--- config.mk ---
export PLATFORM = sky130hd
export DESIGN_NAME = c2csr_ram
export DESIGN_NICKNAME = d
export VERILOG_FILES = /design/src/c2csr_ram.sv
export SDC_FILE = /design/constraint.sdc
export NUM_CORES = 1
export LEC_CHECK = 0
export BUFFER_PORTS_ARGS = -buffer_cell sky130_fd_sc_hd__buf_2
export CAP_MARGIN = 0
export CORE_UTILIZATION = 65
export CTS_BUF_LIST = sky130_fd_sc_hd__clkbuf_4 sky130_fd_sc_hd__clkbuf_8
export CTS_CLUSTER_DIAMETER = 200
export DETAILED_ROUTE_END_ITERATION = 6
export PLACE_DENSITY_LB_ADDON = 0.1
export SLEW_MARGIN = 20
export SYNTH_ARGS = -nofsm -noshare
export SYNTH_HDL_FRONTEND = slang
export SYNTH_SLANG_ARGS = --single-unit
export TNS_END_PERCENT = 30
--- constraint.sdc ---
create_clock -name clk_i -period 5.33 [get_ports clk_i]
set_clock_uncertainty 0.2 [all_clocks]
set_input_delay 1.599 -clock clk_i [delete_from_list [all_inputs] [get_ports clk_i]]
set_output_delay 1.599 -clock clk_i [all_outputs]
set_load 0.1 [all_outputs]
--- src/c2csr_ram.sv ---
module c2csr_ram #(
  parameter  int Width = 8,
  parameter  int Depth = 16,
  localparam int AddrW = $clog2(Depth)
) (
  input  logic             clk_i,
  input  logic             we_i,
  input  logic [AddrW-1:0] waddr_i,
  input  logic [Width-1:0] wdata_i,
  input  logic             re_i,
  input  logic [AddrW-1:0] raddr_i,
  output logic [Width-1:0] rdata_o
);

  logic [Width-1:0] mem_q [Depth];
  logic [Width-1:0] rdata_q;

  // Write one entry, read one entry into a held output register
  always_ff @(posedge clk_i) begin
    if (we_i) begin
      mem_q[waddr_i] <= wdata_i;
    end
    if (re_i) begin
      rdata_q <= mem_q[raddr_i];
    end
  end

  assign rdata_o = rdata_q;

endmodule

* Word level (Yosys, flattened, before mapping)
Memories as Yosys holds them, arrays and structs flattened. A register that Yosys moved wholly into a read port is not among the register bits. Index checks and enable logic that the tools add are counted.
Storage, ports and cells: register bits after elaboration 0, bits in writable memories 128, bits of input ports 19, logic and storage cells 3, memories 1
Operators by class: mux-type cells 2
Memories:
- mem_q | depth 16, width 8, rd ports 1, clocked after memory_dff 1, wr ports 1, RTL line 15 | logic [Width-1:0] mem_q [Depth];
Operators with widths (number):
- two-way mux 1 bit | 2

* Logic depth before layout (Yosys ltp)
depth in word-level cells 2, mapped depth 5, depth with buffers taken out 3

* Worst setup path before layout
No wires, ideal clock.
kind input-to-reg, from input port waddr_i[2], to memory mem_q[0][0], enable pin, library setup time 383 ps, data arrival time 2709 ps, data required time 4747 ps, setup slack 2038 ps, cell stages on the path 2, path buffers 0, cell sequence or3b_2 nor3_1
RTL lines:
- start, declared | RTL line 8 | input logic [AddrW-1:0] waddr_i,
- end, declared | RTL line 15
Straight into the memory's write port.

==> impl_results.md <==
- Pwr Density: 389 nW/µm²
- RSZ-0062 raised after global routing: false
- First-pass DRT Iterations: 5
- Total Routing Usage GR: 25.1%
- N_diodes: 0
- DRC errors left: 0
- Post-Syn Nets: 248
- Synth Flop Type: edfxtp_1
- Number of H-tree levels: 4
- Crit path from: raddr_i[0]
- Area delta synth->final: 13.0%
- Sw frac: 20.7%
- Minimum clock period: 3160 ps
- Slew @ Worst Pin: 808 ps
- Leakage power total: 1.96 nW
- Setup WS pre-CTS: 1340 ps
- Synthesized instance count: 229
- Fraction of registers with async set/reset: 0%
- Initial core utilization: 67.3%
- Resized Gates After CTS: 0
- Crit Path Max Fanout: 23
- TritonCTS buffer count: 17
- Maxcap violations: 0
- Port Buffers: 26
- Final-stage net count: 288
- Vias per cell: 6.30
- Worst setup EP type: register
- Vias in the first global route: 2562
- First-pass GRT wire length: 14.3 mm
- Combinational power share: 6.3%
- Die area: 8410 µm²
- Die W: 91.7 µm
- Postcts setup bufs: 0
- Initial DRC count: 203
- Root Buffer: clkbuf_8
- Clk slew on worst S/H paths: 80 ps
- #FFs+latches synth: 136
- CTS tree: done
- Period utilization: 59.3%
- TNS Setup: 0 ps
- Final setup violation count: 0
- Vias: 2419
- Routed wire per std cell: 24.8 µm
- YS warnings: 0
- Hold Path Origin: mem_q[10][6]
- Rel. slew slack: 46.1%
- Top cells by instance count after synthesis: edfxtp_1 (136), mux4_2 (18), a22oi_1 (16)
- Most frequent cell after synthesis: edfxtp_1
- Initial antenna violation count: 0
- Tightest Hold Check Type: reg2reg
- Share of cells above drive strength 1: 29.1%
- Crit Path Class: in2reg
- WP data required: 5290 ps
- Largest net degree at the start of global routing: 33
- CP startpoint kind: input pin
- I/O pins: 27
- Final number of max-transition violations: 0
- Clk_lat worst skew: 420 ps
- Sequential element share of the synthesized area: 78.1%
- Worst EP arrival: 3130 ps
- Final hold violation count: 0
- Fmax: 0.316 GHz
- Avg Cell Area, Syn: 22.8 µm²
- Net Sw Power: 0.475 mW
- Clock Sinks: 136
- Die height: 91.7 µm
- Cell Int Power: 1.82 mW
- Synth area leaders: edfxtp_1 (78%), mux4_2 (7.8%), mux4_1 (7.0%)
- Hold-fix buffers, CTS: 0
- Flop pwr share: 52.7%
- Final wirelength: 9.51 mm
- Final worst slack: 2170 ps
- Largest area contributor in the netlist: edfxtp_1
- Congestion Overflow GR: 0
- Post-synth EDFFs: 136
- Core Area: 7770 µm²
- Post-Syn Area: 5230 µm²
- Num rows: 32
- Outcome: complete, no violations
- Yosys top cell area share: 78.1%
- Synth unique cells: 18
- Placer Congestion: 0.712
- Antenna-violating nets left: 0
- Dpl hpwl: 5.89 mm
- Clk network pwr share: 40.9%
- VDD IR max: 0.000408 V
- CTS Buffer Depth: 2
- RR Startpoint: mem_q[5][0]
==> layer usage <==
layer / up-vias / share of wire, % / track usage [%]
li1: 1059 / - / -
met1: 1227 / 40 / 34.9
met2: 122 / 50 / 38.7
met3: 11 / 8.5 / 8.13
met4: 0 / 1.2 / 8.20
met5: - / 0 / 0
==> through the flow <==
| step | util [%] | hold slack (ps) | area (µm²) | power (mW) | instances |
|---|---|---|---|---|---|
| detailed placement | 69.9 | 547 | 5430 | 1.38 | 351 |
| global placement | 69.9 | 534 | 5430 | 1.37 | 351 |
| floorplan | - | 505 | 5230 | 1.33 | 229 |
| global route | 76.0 | 587 | 5910 | 2.36 | 384 |
| finish | 76.0 | 562 | 5910 | 2.29 | 384 |
| CTS | 75.8 | 566 | 5890 | 2.31 | 383 |
==> sequential cells by signal (all words and copies together) (netlist names) <==
name / flops
mem_q: 128
rdata_o: 8
==> area by class of cell <==
type | count | area (µm²)
sequential | 136 | 4080
fill | 423 | 1860
multi-input combinational | 83 | 1060
clock buffer | 20 | 256
clock inverter | 12 | 200
timing repair buffer | 31 | 180
tap | 102 | 128
==> critical path: stages <==
cell	delay, ps
buf_2	300
buf_12	260
mux4_1	570
a22oi_1	290
nand2_1	80
==> worst paths after layout <==
path	slack [ps]	depth (start not counted)	to
setup / recovery	2170	5	rdata_o[0]
hold / removal	560	3	rdata_o[6]
setup reg to reg	3600	3	rdata_o[0]
hold reg to reg	560	3	rdata_o[6]
==> logic make-up after synthesis <==
logic type	after synthesis	share of synthesized area (%)
simple gates	35	3.14
mux	32	14.8
buf+inv	10	1.65
compound gates	16	2.30
flops	136	78.1
==> power by group through the flow <==
stage | sequential (mW) | clock, mW | combinational, mW
global route | 1.21 | 0.993 | 0.153
floorplan | 1.27 | 0 | 0.0608
finish | 1.21 | 0.939 | 0.145
global placement | 1.23 | 0 | 0.141
CTS | 1.21 | 0.953 | 0.144
detailed placement | 1.23 | 0 | 0.144
==> layout by cell type (no fill, tap or decap) <==
cell type and n:
clkbuf_4 3, nand3_1 1, and2_1 1, nor2b_1 1
nand2_1 9, bufinv_16 5, clkinv_2 2, clkinv_4 2
nand3b_1 2, mux4_1 14, buf_4 4, and2b_1 1
clkinvlp_4 3, buf_2 26, edfxtp_1 136, a22oi_1 16
mux4_2 18, or3b_2 1, nor2_1 13, buf_12 1
clkbuf_8 17, nor3_1 4, nand2b_1 2
(Power assumes the default switching activity.)
